<file path="src/lcb_ram.sv">
`timescale 1ns / 1ps
// Generic simple dual-port RAM: one write port, one read port, registered read.
// No dependencies.
module lcb_ram #(
  parameter int WIDTH = 8,
  parameter int DEPTH = 256
) (
  input  logic                     clk,
  input  logic                     we,
  input  logic [$clog2(DEPTH)-1:0] waddr,
  input  logic [WIDTH-1:0]         wdata,
  input  logic                     re,
  input  logic [$clog2(DEPTH)-1:0] raddr,
  output logic [WIDTH-1:0]         rdata
);
  logic [WIDTH-1:0] mem [DEPTH];

  always_ff @(posedge clk) begin
    if (we) begin
      mem[waddr] <= wdata;
    end
    if (re) begin
      rdata <= mem[raddr];
    end
  end
endmodule

</file>
<file path="config.mk">
export PLATFORM = sky130hd
export DESIGN_NAME = lcb_ram
export DESIGN_NICKNAME = d
export VERILOG_FILES = /design/src/lcb_ram.sv
export SDC_FILE = /design/constraint.sdc
export NUM_CORES = 2
export LEC_CHECK = 0
export BUFFER_PORTS_ARGS = -buffer_cell sky130_fd_sc_hd__buf_2
export CELL_PAD_IN_SITES_DETAIL_PLACEMENT = 1
export CELL_PAD_IN_SITES_GLOBAL_PLACEMENT = 1
export CORE_UTILIZATION = 53
export CTS_CLUSTER_SIZE = 24
export DETAILED_ROUTE_END_ITERATION = 16
export PLACE_DENSITY_LB_ADDON = 0.1
export RECOVER_POWER = 100
export SYNTH_ARGS = -nofsm -noshare
export SYNTH_HDL_FRONTEND = slang
export SYNTH_SLANG_ARGS = --single-unit
</file>
<file path="constraint.sdc">
create_clock -name clk -period 3.44 [get_ports clk]
set_input_delay 0.688 -clock clk [delete_from_list [all_inputs] [get_ports clk]]
set_output_delay 0.688 -clock clk [all_outputs]
set_load 0.01 [all_outputs]
</file>
==> results.md <==
- The run finished, with violations left.
- The final reports fail on max-capacitance violations, max-slew violations.
- The part of the total power dissipated in combinational logic is 5.2%.
- The internal portion of the total power is 0.0415 W.
- For this block, the via count after detailed routing is 41500.
- The core footprint is 148000 um2.
- The endpoint class of the critical path is a register.
- The number of enable-type register cells in the synthesized netlist is 2056.
- The reported max-cap violation count is 25.
- The final weighted congestion in routability-driven placement is 0.866.
- The number of placed instances, taps included, is 6125.
- The post-synthesis instance area is 79600 um2.
- For the pin with the worst max-slew slack, the measured transition is 3.08 ns.
- The worst clock skew is 0.0287 ns.
- The post-route netlist has 24.1% of its cells at a drive strength greater than 1.
- For this design the top-level I/O count stands at 35.
- For this design, the CTS-stage hold fixing added 0 buffers.
- The number of antenna violations at the first check in global routing is 14.
- The H-tree was split into 4 levels.
- The analysis attributes to net switching a power of 0.0113 W.
- The worst-case reg-to-reg path depth is 5.
- The first-iteration detailed-routing DRC count is 4537.
- After synthesis, the most frequently instantiated cells are sky130_fd_sc_hd__edfxtp_1 (2056), sky130_fd_sc_hd__mux4_2 (454), sky130_fd_sc_hd__nor2_1 (282), sky130_fd_sc_hd__mux2i_1 (134), sky130_fd_sc_hd__a22oi_1 (133).
- For this block, wires on met1 add up to 87500 um.
- Of the total power, the share spent switching nets is 21.5%.
- Detailed placement ended at an HPWL of 140000 um.
- The via count of the first global-routing pass is 43500.
- The vias per cell is 6.38.
- The share of the Yosys chip area taken by registers is 77.5%.
- The final number of hold-violating endpoints is 0.
- The largest total area in the synthesized netlist belongs to sky130_fd_sc_hd__edfxtp_1.
- The final-stage net count is 4357.
- The area of the die is 152000 um2.
- The dominant cell by count in the synthesized netlist is sky130_fd_sc_hd__edfxtp_1.
- The total length of routed wires is 218000 um.
- The count of cells in the finished layout, fillers not included, comes to 6507.
- Headroom to the max-slew limit came out at -106%.
- The analysis attributes to cell leakage a power of 28.6 nW.
- The number of rows in the core area is 141.
- In the synthesized netlist the dominant register cell turns out to be sky130_fd_sc_hd__edfxtp_1.
- The share of synthesized flip-flops with an asynchronous set or reset is 0%.
- Dividing the detail-routed wire length by the instance count gives 33.5 um.
- The critical setup path kind is primary input to register.
- The max-slew violation count is 1286.
- At the end of the flow the core is filled with cells to 61.6%.
- After synthesis the netlist holds a flip-flop and latch count of 2056.
- The sequential cell fraction of total power is 52.5%.
- After detailed routing, the number of remaining DRC violations is 0.
- VDD sags by at most 489 uV.
- The worst hold-check path type is primary input to register.
- Entering global routing, the biggest net connects 121 pins.
- Counting the buffers created by CTS gives 205.
- In this run the power density over the cells is 577 nW/um2.
- When the netlist entered floorplanning its net count stood at 3760.
- The startpoint class of the critical path is a primary input.
- The number of fill cells is 12400.
- The final-report setup violation count is 0.
- The TritonCTS clock tree is yes.
- Relative to the synthesized area, the layout overhead comes to 14.8%.
- The first TritonRoute pass finished after 6 iterations.
- The post-CTS resize count is 0.
- The sum of negative setup slack is 0 ns.
- The top cell type by area accounts for 77.5% of the synthesized area.
- The tree is rooted in a sky130_fd_sc_hd__clkbuf_16.
- For the worst setup path, the data arrival time is 3.98 ns.
- The chip height is 390 um.
- Clock-pin slew was measured on the worst setup and hold paths at 0.06 ns.
- Once detail routing completed, the nets flagged for antenna violations numbered 0.
- The clock passes through at most 3 buffers.
- Once the floorplan was initialized, standard cells occupied 53.7% of the core.
- The cell count after synthesis came out at 3733.
- The met2 routed wirelength is 108000 um.
- The post-CTS setup buffer count is 0.
- The number of I/O port buffers is 34.
- After global routing the overflow that remains totals 0.
- The period utilization is 99.8%.
- The insertion delay to the later sink of the worst-skew pair is 0.85 ns.
- Global routing used 29.2% of the available tracks.
- The average instance area after synthesis is 21.3 um2.
- The number of cells on the worst hold path is 1.
- The clock net in this run drives a total of 2056 sinks.
- Data on the critical path is required at its endpoint by 3.99 ns.
- The number of different library cells used by synthesis comes to 54.
- The power share of the clock group is 42.3%.
- The floorplan step set the die width to 390 um.
- Setup repair after global routing left no endpoint under its margin.
- Static timing analysis puts the maximum clock frequency at 0.291 GHz.
- The uppermost layer routed is met5.
- During synthesis, Yosys emitted a total of 0 warnings.
- The routed design uses 16500 um of met3 wire.
- The first-pass GRT wire length is 314000 um.
- Along the worst path, the maximum fanout reaches 35.
- By area the synthesized netlist is led by sky130_fd_sc_hd__edfxtp_1 (78%), sky130_fd_sc_hd__mux4_2 (13%), sky130_fd_sc_hd__mux2i_1 (1.7%), sky130_fd_sc_hd__nor2_1 (1.3%), sky130_fd_sc_hd__a22oi_1 (1.3%).
- After detailed placement, the total cell area comes to 86200 um2.
- The final instance area is 91400 um2.
- The minimum period implied by the final worst setup slack is 3.43 ns.
[path summary, 6_finish.rpt]
kind / from / to / slack [ns]
worst max-delay path: raddr[1] / rdata[2]$_DFFE_PP_ / 0.008
worst min-delay path: re / rdata[4]$_DFFE_PP_ / 0.53
worst min register to register: mem[51][1]$_DFFE_PP_ / rdata[1]$_DFFE_PP_ / 1.24
worst max register to register: mem[218][1]$_DFFE_PP_ / rdata[1]$_DFFE_PP_ / 0.40
[critical path, cell delays in order]
cell and delay (ns):
sky130_fd_sc_hd__buf_8 0.38, sky130_fd_sc_hd__clkbuf_4 0.61, sky130_fd_sc_hd__buf_8 0.27, sky130_fd_sc_hd__nand3b_1 0.30, sky130_fd_sc_hd__buf_4 0.24, sky130_fd_sc_hd__o22ai_1 0.08
sky130_fd_sc_hd__o21ai_0 0.35, sky130_fd_sc_hd__nand3_1 0.16, sky130_fd_sc_hd__nor4_1 0.55, sky130_fd_sc_hd__buf_4 0.24, sky130_fd_sc_hd__nor4_2 0.04
[sequential cells by signal, summed over array words and instances, names as in the netlist]
| register | flops |
|---|---|
| mem | 2048 |
| rdata | 8 |
[cell type report]
| class | count | area (um2) | area share, % |
|---|---|---|---|
| Sequential cell | 2056 | 61700 | 67.5 |
| Tap cell | 2002 | 2500 | 2.74 |
| Inverter | 2 | 7.51 | 0.00821 |
| Clock inverter | 142 | 1390 | 1.52 |
| Antenna cell | 3 | 7.51 | 0.00821 |
| Clock buffer | 237 | 5310 | 5.81 |
| Timing Repair Buffer | 623 | 3990 | 4.36 |
| Multi-Input combinational cell | 1442 | 16500 | 18.0 |
[per-layer routing]
layer  up-vias  track usage, %
li1      16900               -
met5         -               0
met4         4            8.98
met1     22500            41.5
met3       338            4.37
met2      1787            47.4
[placed cells by master (no fill, tap or decap), types with 7 or more instances in the layout]
master	instances
sky130_fd_sc_hd__edfxtp_1	2056
sky130_fd_sc_hd__mux4_2	454
sky130_fd_sc_hd__clkbuf_1	340
sky130_fd_sc_hd__nor2_1	279
sky130_fd_sc_hd__buf_4	217
sky130_fd_sc_hd__clkbuf_16	208
sky130_fd_sc_hd__mux2i_1	134
sky130_fd_sc_hd__a22oi_1	133
sky130_fd_sc_hd__a21oi_1	96
sky130_fd_sc_hd__clkinv_1	51
sky130_fd_sc_hd__o221ai_1	46
sky130_fd_sc_hd__buf_12	45
sky130_fd_sc_hd__clkinv_2	38
sky130_fd_sc_hd__nand3_1	34
sky130_fd_sc_hd__nand2_1	33
sky130_fd_sc_hd__clkbuf_2	32
sky130_fd_sc_hd__o22ai_1	28
sky130_fd_sc_hd__nor2b_1	28
sky130_fd_sc_hd__nor4_1	23
sky130_fd_sc_hd__bufinv_16	23
sky130_fd_sc_hd__nor3_1	21
sky130_fd_sc_hd__a211oi_1	16
sky130_fd_sc_hd__a221oi_1	13
sky130_fd_sc_hd__clkinvlp_4	13
sky130_fd_sc_hd__buf_2	12
sky130_fd_sc_hd__nand4_1	10
sky130_fd_sc_hd__o211ai_1	10
sky130_fd_sc_hd__o21ai_0	10
sky130_fd_sc_hd__nand2b_1	8
sky130_fd_sc_hd__a22o_1	8
sky130_fd_sc_hd__inv_6	7
[power groups by stage]
stage          registers [W]  clock network (W)  logic [W]
2_1_floorplan         0.0282                  0    0.00134
3_3_place_gp          0.0282                  0    0.00273
3_5_place_dp          0.0282                  0    0.00282
4_1_cts               0.0277             0.0226    0.00284
5_1_grt               0.0277             0.0234    0.00290
6_report              0.0277             0.0223    0.00277
[metrics by stage]
step	hold WS (ns)	worst slack (ns)	power, W
4_1_cts	0.237	0.221	0.0531
2_1_floorplan	0.787	0.676	0.0295
3_3_place_gp	1.13	-0.815	0.0309
6_report	0.525	0.00845	0.0528
3_5_place_dp	1.14	-0.716	0.0310
5_1_grt	0.494	0.0180	0.0540
[cell families after synthesis]
family	count (synthesis)	synth area share [%]
AOI/OAI and AO/OA	385	3.42
buffers and inverters	235	1.83
DFF	2056	77.5
muxes	591	14.6
and+or+nand+nor	466	2.63
Note: power is estimated with default switching activity, not from simulation.
