<file path="src/lcb_pkg.sv">
`timescale 1ns / 1ps
// Shared constants, types and address helpers for the LED cube refresh block.
// No dependencies.
package lcb_pkg;

  localparam int SIZE_X      = 8;
  localparam int SIZE_Y      = 8;
  localparam int SIZE_Z      = 8;
  localparam int MAX_DEPTH   = 8;

  localparam int LAYER_BYTES = (SIZE_X * SIZE_Y + 7) / 8;
  localparam int CUBE_BYTES  = LAYER_BYTES * SIZE_Z;
  localparam int SEL_BYTES   = (SIZE_Z + 7) / 8;
  localparam int CHAN_BYTES  = MAX_DEPTH * CUBE_BYTES;
  localparam int BANK_BYTES  = 3 * CHAN_BYTES;
  localparam int STORE_DEPTH = 2 * BANK_BYTES;

  localparam int ADDR_W  = $clog2(STORE_DEPTH);
  localparam int LAYER_W = (SIZE_Z > 1) ? $clog2(SIZE_Z) : 1;
  localparam int PLANE_W = (MAX_DEPTH > 1) ? $clog2(MAX_DEPTH) : 1;
  localparam int BYTE_W  = (LAYER_BYTES > 1) ? $clog2(LAYER_BYTES) : 1;
  localparam int SEL_W   = (SEL_BYTES > 1) ? $clog2(SEL_BYTES) : 1;

  typedef enum logic [1:0] {
    ACT_WRITE   = 2'd0,
    ACT_TICK    = 2'd1,
    ACT_PRESENT = 2'd2,
    ACT_COPY    = 2'd3
  } action_t;

  localparam logic [1:0] REG_COLOR_MODE = 2'd0;
  localparam logic [1:0] REG_BIT_DEPTH  = 2'd1;
  localparam logic [1:0] REG_AUTO_CLEAR = 2'd2;

  typedef enum logic [3:0] {
    S_CLR_ALL,
    S_IDLE,
    S_FIN,
    S_WR_RD,
    S_WR_MOD,
    S_TICK,
    S_CLR,
    S_COPY,
    S_COPY_END
  } state_t;

  typedef struct packed {
    logic [LAYER_W-1:0] layer;
    logic [PLANE_W-1:0] plane;
    logic               frame_wrap;
  } mod_pos_t;

  function automatic logic [3:0] eff_depth(input logic [3:0] bd);
    logic [3:0] d;
    d = bd;
    if (d == 4'd0) d = 4'd1;
    if (d > 4'(MAX_DEPTH)) d = 4'(MAX_DEPTH);
    return d;
  endfunction

  function automatic logic [7:0] clamp_level(input logic [7:0] level, input logic [3:0] d);
    logic [7:0] maxb;
    maxb = 8'hFF >> (4'd8 - d);
    return (level > maxb) ? maxb : level;
  endfunction

  function automatic logic [ADDR_W-1:0] plane_base(input logic bank, input logic [1:0] ch,
                                                   input logic [PLANE_W-1:0] plane);
    return ADDR_W'(bank) * ADDR_W'(BANK_BYTES) + ADDR_W'(ch) * ADDR_W'(CHAN_BYTES)
         + ADDR_W'(plane) * ADDR_W'(CUBE_BYTES);
  endfunction

  function automatic logic [ADDR_W-1:0] layer_off(input logic [LAYER_W-1:0] layer,
                                                  input logic [BYTE_W-1:0] idx);
    return ADDR_W'(layer) * ADDR_W'(LAYER_BYTES) + ADDR_W'(idx);
  endfunction

endpackage

</file>
<file path="src/lcb_mod_ctr.sv">
`timescale 1ns / 1ps
// Bit angle modulation counters: weight, plane and layer, advanced once per tick.
// Depends on lcb_pkg.
module lcb_mod_ctr import lcb_pkg::*; (
  input  logic       clk,
  input  logic       rst,
  input  logic       advance,
  input  logic [3:0] depth,
  output mod_pos_t   pos
);
  logic [7:0]         weight;
  logic [PLANE_W-1:0] plane;
  logic [LAYER_W-1:0] layer;
  logic [8:0]         weight_inc;
  logic [3:0]         plane_inc;
  logic [4:0]         layer_inc;
  logic               wrap_w;
  logic               wrap_p;
  logic               wrap_l;

  always_comb begin
    weight_inc = 9'(weight) + 9'd1;
    plane_inc  = 4'(plane) + 4'd1;
    layer_inc  = 5'(layer) + 5'd1;
    wrap_w     = weight_inc >= (9'd1 << plane);
    wrap_p     = plane_inc >= depth;
    wrap_l     = layer_inc >= 5'(SIZE_Z);
    pos.layer  = layer;
    pos.plane  = plane;
    pos.frame_wrap = wrap_w && wrap_p && wrap_l;
  end

  always_ff @(posedge clk) begin
    if (rst) begin
      weight <= '0;
      plane  <= '0;
      layer  <= '0;
    end else if (advance) begin
      if (!wrap_w) begin
        weight <= weight_inc[7:0];
      end else begin
        weight <= '0;
        if (!wrap_p) begin
          plane <= plane_inc[PLANE_W-1:0];
        end else begin
          plane <= '0;
          layer <= wrap_l ? '0 : layer_inc[LAYER_W-1:0];
        end
      end
    end
  end
endmodule

</file>
<file path="config.mk">
export PLATFORM = sky130hd
export DESIGN_NAME = lcb_mod_ctr
export DESIGN_NICKNAME = d
export VERILOG_FILES = /design/src/lcb_pkg.sv /design/src/lcb_mod_ctr.sv
export SDC_FILE = /design/constraint.sdc
export NUM_CORES = 1
export LEC_CHECK = 0
export ABC_AREA = 1
export BUFFER_PORTS_ARGS = -buffer_cell sky130_fd_sc_hd__buf_2
export CAP_MARGIN = 20
export CORE_UTILIZATION = 35
export DETAILED_ROUTE_END_ITERATION = 6
export HOLD_SLACK_MARGIN = 0.06
export PLACE_DENSITY_LB_ADDON = 0.3
export SYNTH_ARGS = -nofsm -noshare
export SYNTH_HDL_FRONTEND = slang
export SYNTH_SLANG_ARGS = --single-unit
</file>
<file path="constraint.sdc">
create_clock -name clk -period 2.55 [get_ports clk]
set_input_delay 0.51 -clock clk [delete_from_list [all_inputs] [get_ports clk]]
set_output_delay 0.51 -clock clk [all_outputs]
set_load 0.02 [all_outputs]
</file>
==> results.yml, run 1 <==
clock_tree:
  numCtsBuffers: 3
  clockBufferDepth: 2
  htree_levels: 1
  clock_latency_ns: 0.28
  cts_root_buf: "clkbuf_4"
  ctsHoldBuffers: 0
  clkSinkCount: 14
  clk_pin_slew_ns: 0.09
  tritoncts: "yes"
placed_design:
  place_inst: 221
  dp_hpwl_um: 1810
  io_buffer_count: 13
  place_congestion: 0.771
power:
  ir_drop_mv: 0.633
  p_leak_uw: 0.000669
  power_uw: 999
  power_density_mw_per_mm2: 729
drt:
  drt_wl_total_um: 2290
  via_per_inst: 4.68
  drt_iter0_drc: 18
  dr.pass1.iters: 4
  vias: 1053
  wl_per_cell_um: 10.2
  drc_errors: 0
  detail-route-antenna-nets: 0
floorplanning:
  dieArea_sq_mm: 0.00345
  initial_core_util_pct: 36.9
  fp.dieH_um: 58.7
  die_width_um: 58.7
  io_pins: 14
  core_area_sq_mm: 0.00305
  rows: 20
timing:
  worst_slack_ns: -0.0816
  final_hold_viol_count: 0
  relSlewSlack_pct: 80.3
  worstMarginPinSlew_ns: 0.294
  max_freq_mhz: 380
  whs_ns: 0.507
  fin_crit_sh_pct: 103
  setup_violations: 1
  finClkSkew_ns: 0.00438
  rsz0062_at_grt: "yes"
  min_period_ns: 2.63
  drv_slew: 0
worst_setup_path:
  r2r_end: "weight[4]"
  startpoint_type: "flip-flop"
  cp_max_fo: 3
  r2r-start: "weight[1]"
  worstSetupStartpoint: "weight[1]"
  reg2reg_depth: 16
  crit_arrival_ns: 2.12
  crit_path_end_kind: "output pin"
  crit_path_end: "pos[0]"
  regToRegSetupSlack_ns: 0.36
  crit_type: "flip-flop to output pin"
  crit_required_ns: 2.04
synthesis:
  ys_ff_latch: 14
  yosysSeqAreaShare_pct: 24.9
  postSynthCellCount: 161
  synth_cell_types: 22
  yosys_warnings: 0
  syn_nets: 188
  syn_avg_cell_area_sq_um: 6.99
  yosysTopAreaCellShare_pct: 24.9
  ys_top_cells_by_area: "dfxtp_1 (25%), ha_1 (22%), nand2_1 (15%), inv_1 (8.7%), a21oi_1 (4.9%)"
  yosys.area.top_type: "dfxtp_1"
  synth_area_sq_mm: 0.00113
worst_hold_path:
  hold_path.class: "flip-flop to flip-flop"
finish:
  synthToLayoutAreaGrowth_pct: 21.8
  n_fill_cell: 319
  layout_common_cells: "nand2_1 (42), inv_1 (26), ha_1 (19), buf_2 (12)"
  drive_gt1_share_pct: 22.7
  nets: 210
  final_common_cell: "nand2_1"
  final_cells: 225
  n_antenna_cell: 0
global_routing:
  grt_usage_pct: 15.2
  grt_first_pass_wirelength_um: 4060
  antenna_found_initial: 0
  grt_max_degree: 11
  grt_pass1_vias: 991
  grt_overflow: 0
run_status:
  status: "finished with violations"
  violations: "negative setup slack"
job:
  drv_cap: 0
per-stage QoR:
step                      TNS (ns)  utilization (%)  worst slack, ns  instance area [sq um]
after floorplan                  0                -           0.0240                   1130
after global placement           0             41.8            0.181                   1270
after detailed placement         0             41.8            0.118                   1270
after CTS                  -0.0901             44.2          -0.0901                   1350
after global routing        -0.227             44.9           -0.227                   1370
final                      -0.0816             44.9          -0.0816                   1370
worst max-delay path: stages, from the launching register on:
cell and delay (ns):
dfxtp_4 0.38, ha_4 0.15, nand3_4 0.10, xnor2_2 0.16
ha_1 0.30, nand2_1 0.07, nor2_1 0.08, nand2_1 0.05
nand3_1 0.06, nand2_1 0.05, nand2_1 0.07, nand2_2 0.06
nand2_4 0.06, nand2_2 0.05, nor2_2 0.09, buf_6 0.12
repair_timing:
action	in CTS	in global routing
gates resized for setup	13	4
setup endpoints to repair	1	1
buffers inserted	0	1
pin swaps	4	3
Yosys cell counts:
cell type  number
nor2_2          2
ha_1           20
nand4_1         5
a31oi_1         1
buf_1           1
nand2_2         1
inv_1          26
xnor2_1         4
a21oi_1        11
or2_2           1
nand2_4         1
dfxtp_1        14
o21ai_0         2
nor2_4          1
nor3_1          2
xor2_1          3
nand3_2         2
buf_2           1
o211ai_1        1
nor2_1         12
nand3_1         6
nand2_1        44
kinds of logic after synthesis:
logic type      share of synthesized area (%)
flops                                    24.9
xor+xnor                                 5.44
simple gates                             31.0
fa+ha+maj                                22.2
buf+inv                                  9.44
compound gates                           7.00
how the worst min path moves through the flow:
stage,startpoint,endpoint,slack (ns),cells past startpoint
after floorplan,weight[1],weight[1],0.46,2
after CTS,plane[1],plane[1],0.51,2
after detailed placement,weight[1],weight[1],0.49,2
final,plane[1],plane[1],0.51,2
after global routing,rst,weight[2],0.52,2
after global placement,weight[1],weight[1],0.47,2
registers in the layout, indices dropped and copies added, names as in the netlist:
signal	count
layer	3
plane	3
weight	8
cell type report:
type	count	area [sq um]	share of cell area, %
Multi-Input combinational cell	119	792	57.8
Sequential cell	14	288	21.0
Tap cell	44	55.1	4.01
Inverter	26	97.6	7.12
Clock buffer	3	22.5	1.64
Timing Repair Buffer	19	116	8.49
where the power goes:
part / internal [uW] / switching [uW] / leakage, uW
Combinational: 230 / 353 / 0.000539
Clock: 54.8 / 72.1 / 0.0000138
Sequential: 253 / 36.2 / 0.000116
metal layers:
layer	GRT usage, %	vias up	part of all wire [%]
li1	-	554	-
met1	17.1	476	44
met2	29.7	21	53
met3	4.62	2	3.1
met4	0	0	0.17
met5	0	-	0
Power figures use the tool's default switching activity.
==> run 2: changes to the inputs <==
--- a/config.mk
+++ b/config.mk
@@ -8,7 +8,9 @@
 export ABC_AREA = 1
 export BUFFER_PORTS_ARGS = -buffer_cell sky130_fd_sc_hd__buf_2
 export CAP_MARGIN = 20
-export CORE_UTILIZATION = 35
+export CELL_PAD_IN_SITES_DETAIL_PLACEMENT = 0
+export CELL_PAD_IN_SITES_GLOBAL_PLACEMENT = 2
+export CORE_UTILIZATION = 32
 export DETAILED_ROUTE_END_ITERATION = 6
 export HOLD_SLACK_MARGIN = 0.06
 export PLACE_DENSITY_LB_ADDON = 0.3
==> run 2 against run 1 <==
Compared with the run above: the run still ends with negative setup slack left; clock power about the same; combinational power up 3%; largest power group unchanged; via count down 3.2%; highest routed layer unchanged; core utilization down 3.9 points; critical path depth unchanged; register-to-register slack about the same; largest cell class unchanged; sequential share of layout area down 0.30 points; first-iteration DRC count up 39%; sequential power about the same.
==> results.yml, run 2 (same netlist as run 1, synthesis figures left out) <==
clock_tree:
  clk_pin_slew_ns: 0.09
  clock_latency_ns: 0.28
  tritoncts: "yes"
  numCtsBuffers: 3
  htree_levels: 1
  clockBufferDepth: 2
  clkSinkCount: 14
  cts_root_buf: "clkbuf_4"
global_routing:
  grt_pass1_vias: 949
  grt_usage_pct: 15.4
  grt_max_degree: 11
  antenna_found_initial: 0
  grt_first_pass_wirelength_um: 4240
  grt_overflow: 0
drt:
  wl_met3_um: 61
  detail-route-antenna-nets: 0
  wl_per_cell_um: 10.9
  via_per_inst: 4.49
  dr_wl_met2_um: 1230
  vias: 1019
  drc_errors: 0
  drt_wl_total_um: 2470
  drt_iter0_drc: 25
  dr.pass1.iters: 4
  wl_met1_um: 1160
  top_layer: "met4"
worst_hold_path:
  hold_path.class: "flip-flop to flip-flop"
  hold_end: "plane[1]"
  whs_path_depth: 2
  min-delay-start: "plane[1]"
placed_design:
  dp_hpwl_um: 1960
  place_congestion: 0.754
  place_inst: 223
  place_ws_ns: 0.107
  io_buffer_count: 13
power:
  power_uw: 1020
  power_density_mw_per_mm2: 737
  ir_drop_mv: 0.493
  p_leak_uw: 0.000669
floorplanning:
  io_pins: 14
  rows: 21
  initial_core_util_pct: 33.5
  core_area_sq_mm: 0.00336
  fp.dieH_um: 61.3
  die_width_um: 61.3
  dieArea_sq_mm: 0.00376
finish:
  regMostFlops: "weight"
  synthToLayoutAreaGrowth_pct: 22.4
  final_common_cell: "nand2_1"
  largest_register_ffs: 8
  final_cells: 227
  nets: 210
  layout_common_cells: "nand2_1 (42), inv_1 (26), ha_1 (19), buf_2 (12)"
  n_antenna_cell: 0
  reg_top3: "weight: 8 flops, layer: 3 flops, plane: 3 flops"
  drive_gt1_share_pct: 23.8
worst_setup_path:
  cp_max_fo: 2
  slowest_stage: "dfxtp_2"
  critPathMaxStageDelay_ns: 0.36
  r2r-start: "weight[1]"
  cp_common_cell: "nand2_1"
  crit_path_end_kind: "output pin"
  crit_type: "flip-flop to output pin"
  crit_required_ns: 2.04
  reg2reg_depth: 13
  crit_path_cell_trace: "ha_4 > nand3_4 > xnor2_2 > ha_1 > nand2_1 > nor2_1 > nand2_1 > nand3_2 > nand2_1 > nand2_1 > nand2_2 > nand2_4 > nand2_2 > nor2_2 > buf_6"
  startpoint_type: "flip-flop"
  regToRegSetupSlack_ns: 0.37
  crit_arrival_ns: 2.10
  r2r_end: "weight[4]"
run_status:
  violations: "negative setup slack"
  status: "finished with violations"
timing:
  fin_crit_sh_pct: 102
  rsz0062_at_grt: "yes"
  max_freq_mhz: 383
  relSlewSlack_pct: 79.1
  drv_slew: 0
  final_hold_viol_count: 0
  setup_violations: 1
  min_period_ns: 2.61
  fin_tns_setup_ns: -0.0599
  finClkSkew_ns: 0.00182
  worst_slack_ns: -0.0599
  worstMarginPinSlew_ns: 0.313
job:
  drv_cap: 0
[run 2: cell counts in the layout (fill, tap and decap cells not counted)]
Identical to the previous run, type by type.
[run 2: per-layer routing]
metal,global-route usage (%),vias up
met5,0,-
met4,2.92,0
met3,3.78,2
met2,27.0,10
met1,19.3,456
li1,-,551
[run 2: stage by stage]
stage | utilization (%) | cell area [sq um] | hold slack, ns
floorplan | - | 1130 | 0.463
global placement | 38.0 | 1280 | 0.474
detailed placement | 38.0 | 1280 | 0.484
CTS | 40.7 | 1370 | 0.507
global route | 41.0 | 1380 | 0.535
finish | 41.0 | 1380 | 0.503
[run 2: repair_timing]
item / in CTS / in global routing
gates resized for setup: 14 / 3
setup endpoints to repair: 1 / 1
gates cloned: 0 / 0
pin swaps: 4 / 0
setup buffers: 1 / 0
hold buffers: 0 / 0
[run 2: worst max-delay path: cells and delay by family, from the launching register on]
kind / cells / cell delay (ns)
buffers and inverters: 1 / 0.12
and+or+nand+nor: 11 / 0.73
xor gates and xnor gates: 1 / 0.16
DFF: 1 / 0.36
adders and majority gates: 2 / 0.45
[run 2: layout make-up]
type / instances / area [sq um]
inverters: 26 / 97.6
fillers: 409 / 1980
clock buffers: 3 / 22.5
multi-input cells: 119 / 800
well taps: 46 / 57.6
flip-flops and latches: 14 / 285
repair buffers: 19 / 116
[run 2: worst max path at each step]
stage	cells after the start	start	to
after floorplan	14	plane[0]	pos[0]
after global placement	15	weight[1]	pos[0]
after detailed placement	15	weight[1]	pos[0]
after CTS	15	weight[1]	pos[0]
after global routing	15	weight[1]	pos[0]
final	15	weight[1]	pos[0]
[run 2: report_power, final]
group	switching [uW]	internal [uW]	total [uW]
combinational	363	236	598
clock	73.0	54.8	128
sequential	35.3	254	290
==> run 3: changes to the inputs <==
--- a/config.mk
+++ b/config.mk
@@ -5,12 +5,12 @@
 export SDC_FILE = /design/constraint.sdc
 export NUM_CORES = 1
 export LEC_CHECK = 0
-export ABC_AREA = 1
+export ABC_AREA = 0
 export BUFFER_PORTS_ARGS = -buffer_cell sky130_fd_sc_hd__buf_2
 export CAP_MARGIN = 20
 export CELL_PAD_IN_SITES_DETAIL_PLACEMENT = 0
 export CELL_PAD_IN_SITES_GLOBAL_PLACEMENT = 2
-export CORE_UTILIZATION = 32
+export CORE_UTILIZATION = 34
 export DETAILED_ROUTE_END_ITERATION = 6
 export HOLD_SLACK_MARGIN = 0.06
 export PLACE_DENSITY_LB_ADDON = 0.3
==> run 3 against run 2 <==
Compared with the run above: the flow still finishes with violations (negative setup slack); routed wire length grew 6.1%; critical path depth shrank 4; final cell count down 4.8%; core utilization increased by 11 points; sequential share of layout area is 2.9 points lower; count of clock-buffer cells in the layout is 1 higher; sequential cell count is the same; die area decreased by 4.7%; worst hold slack about the same.
==> results.yml, run 3 <==
placed_design:
  place_congestion: 0.808
  dp_hpwl_um: 1930
  io_buffer_count: 13
  place_ws_ns: -0.152
power:
  p_leak_uw: 0.000725
  power_uw: 1120
  ir_drop_mv: 0.427
  power_density_mw_per_mm2: 698
clock_tree:
  clkSinkCount: 14
  numCtsBuffers: 3
  htree_levels: 1
  cts_root_buf: "clkbuf_4"
  tritoncts: "yes"
  clk_pin_slew_ns: 0.09
  clock_latency_ns: 0.29
  clockBufferDepth: 2
worst_setup_path:
  crit_path_end_kind: "output pin"
  crit_family: "compound AO/OA/AOI/OAI gates"
  worstSetupStartpoint: "weight[1]"
  crit_arrival_ns: 2.47
  cp_num_buf_inv: 1
  critPathMaxStageDelay_ns: 0.36
  crit_path_cell_trace: "ha_4 > nand3_2 > or2_4 > xnor2_2 > ha_1 > a211o_1 > a21oi_2 > o221ai_4 > nor2_4 > nor3b_4 > buf_6"
  cp_max_fo: 2
  slowest_stage: "dfxtp_2"
  crit_required_ns: 2.04
  r2r-start: "weight[1]"
  crit_type: "flip-flop to output pin"
  startpoint_type: "flip-flop"
synthesis:
  yosys_warnings: 0
  ys_top_cells_by_area: "dfxtp_1 (25%), ha_1 (22%), nand3_1 (5.7%), a21oi_1 (4.8%), nand2_1 (4.0%)"
  synth_area_sq_mm: 0.00114
  yosysTopAreaCellShare_pct: 24.6
  ys_ff_latch: 14
  syn_avg_cell_area_sq_um: 8.63
  yosys.area.top_type: "dfxtp_1"
  yosys-top-cells-count: "ha_1 (20), dfxtp_1 (14), nand3_1 (13), nand2_1 (12)"
  synth_edf_count: 0
  async_reset_ff_share_pct: 0
  yosys.cell_count.top_type: "ha_1"
  synth_cell_types: 35
  postSynthCellCount: 132
  yosysSeqAreaShare_pct: 24.6
  dominantRegCellSynth: "dfxtp_1"
  syn_nets: 159
drt:
  detail-route-antenna-nets: 0
  drt_wl_total_um: 2620
  via_per_inst: 4.81
  drt_iter0_drc: 29
  vias: 1040
  wl_per_cell_um: 12.1
  drc_errors: 0
  dr.pass1.iters: 4
finish:
  n_antenna_cell: 0
  drive_gt1_share_pct: 39.0
  reg_top3: "weight: 8 flops, layer: 3 flops, plane: 3 flops"
  largest_register_ffs: 8
  layout_common_cells: "buf_4 (20), ha_1 (19), nand2_1 (12), buf_2 (12), dfxtp_1 (12)"
  nets: 200
  synthToLayoutAreaGrowth_pct: 41.1
  regMostFlops: "weight"
  final_common_cell: "buf_4"
timing:
  setup_violations: 8
  fin_crit_sh_pct: 117
  max_freq_mhz: 335
  final_hold_viol_count: 0
  drv_slew: 0
  finClkSkew_ns: 0.00149
  worstMarginPinSlew_ns: 0.361
  relSlewSlack_pct: 75.9
  rsz0062_at_grt: "yes"
  min_period_ns: 2.98
  worst_slack_ns: -0.435
floorplanning:
  core_area_sq_mm: 0.00310
  rows: 20
  initial_core_util_pct: 36.7
  die_width_um: 59.9
  io_pins: 14
  dieArea_sq_mm: 0.00358
  fp.dieH_um: 59.9
global_routing:
  antenna_found_initial: 0
  grt_first_pass_wirelength_um: 4290
  grt_pass1_vias: 1013
  grt_max_degree: 18
  grt_usage_pct: 16.0
  grt_overflow: 0
worst_hold_path:
  min-delay-start: "weight[7]"
  hold_path.class: "flip-flop to flip-flop"
job:
  drv_cap: 0
run_status:
  violations: "negative setup slack"
  status: "finished with violations"
run 3: cell count changes in the layout (fill, tap and decap cells not counted), moves of 7 or more:
| cell | previous run | this run |
|---|---|---|
| nand3_1 | 4 | 11 |
| nand2b_1 | 0 | 7 |
| buf_4 | 6 | 20 |
| inv_1 | 26 | 11 |
| buf_6 | 1 | 8 |
| nand2_1 | 42 | 12 |
| nor2_1 | 11 | 4 |
run 3: cell type report:
| cell class | count | area, sq um |
|---|---|---|
| Sequential cell | 14 | 285 |
| Tap cell | 44 | 55.1 |
| Inverter | 11 | 41.3 |
| Timing Repair Buffer | 40 | 300 |
| Multi-Input combinational cell | 103 | 888 |
| Clock buffer | 4 | 36.3 |
| Fill cell | 318 | 1500 |
run 3: what timing repair did:
action / 4_1_cts / 5_1_grt
buffers inserted: 4 / 8
hold buffers: 0 / 0
gates resized for setup: 11 / 13
gates cloned: 0 / 0
setup endpoints to repair: 5 / 15
pin swaps: 5 / 12
run 3: metal layers:
metal	vias up	share of wire [%]	GRT usage, %
met4	0	1.2	4.65
met1	494	42	17.8
met5	-	0	0
li1	531	-	-
met2	10	55	29.5
met3	5	2.5	4.33
run 3: final timing paths:
path,end,slack (ns),cells past startpoint
worst min register to register,weight[7],0.50,2
worst min-delay path,weight[7],0.50,2
worst max-delay path,pos[0],-0.43,11
worst max register to register,layer[1],-0.40,15
run 3: logic make-up (layout without fill, tap and decap cells):
| group | count (synthesis) | in the layout | synth area share, % |
|---|---|---|---|
| AO/OA/AOI/OAI | 25 | 25 | 18.0 |
| XOR/XNOR | 8 | 8 | 6.15 |
| adder cells (fa/ha/maj) | 20 | 20 | 22.0 |
| buffers and inverters | 15 | 55 | 5.71 |
| flip-flops | 14 | 14 | 24.6 |
| multiplexers | 1 | 1 | 0.879 |
| AND/OR/NAND/NOR | 49 | 49 | 22.6 |
run 3: metrics by stage:
stage	hold slack, ns	std cells	cell area (sq um)	setup TNS, ns	util [%]
2_1_floorplan	0.472	132	1170	-0.165	-
3_3_place_gp	0.476	201	1390	-0.153	44.7
3_5_place_dp	0.489	201	1390	-0.389	44.7
4_1_cts	0.505	209	1510	-0.843	48.5
5_1_grt	0.531	216	1610	-4.37	51.8
6_report	0.504	216	1610	-2.51	51.8
run 3: worst reg2reg max path, delay by kind of cell (launching register included):
| kind | cells | cell delay, ns |
|---|---|---|
| AOI/OAI and AO/OA | 4 | 0.84 |
| muxes | 1 | 0.22 |
| xor gates and xnor gates | 1 | 0.14 |
| DFF | 1 | 0.36 |
| adders and majority gates | 2 | 0.43 |
| and+or+nand+nor | 3 | 0.38 |
| buffers and inverters | 4 | 0.46 |
run 3: report_power, final:
group | total (uW) | leakage, uW | internal, uW | switching, uW
registers | 270 | 0.000114 | 244 | 25.8
logic | 683 | 0.000590 | 339 | 344
clock network | 168 | 0.0000210 | 87.0 | 80.6
total | 1120 | 0.000725 | 670 | 451
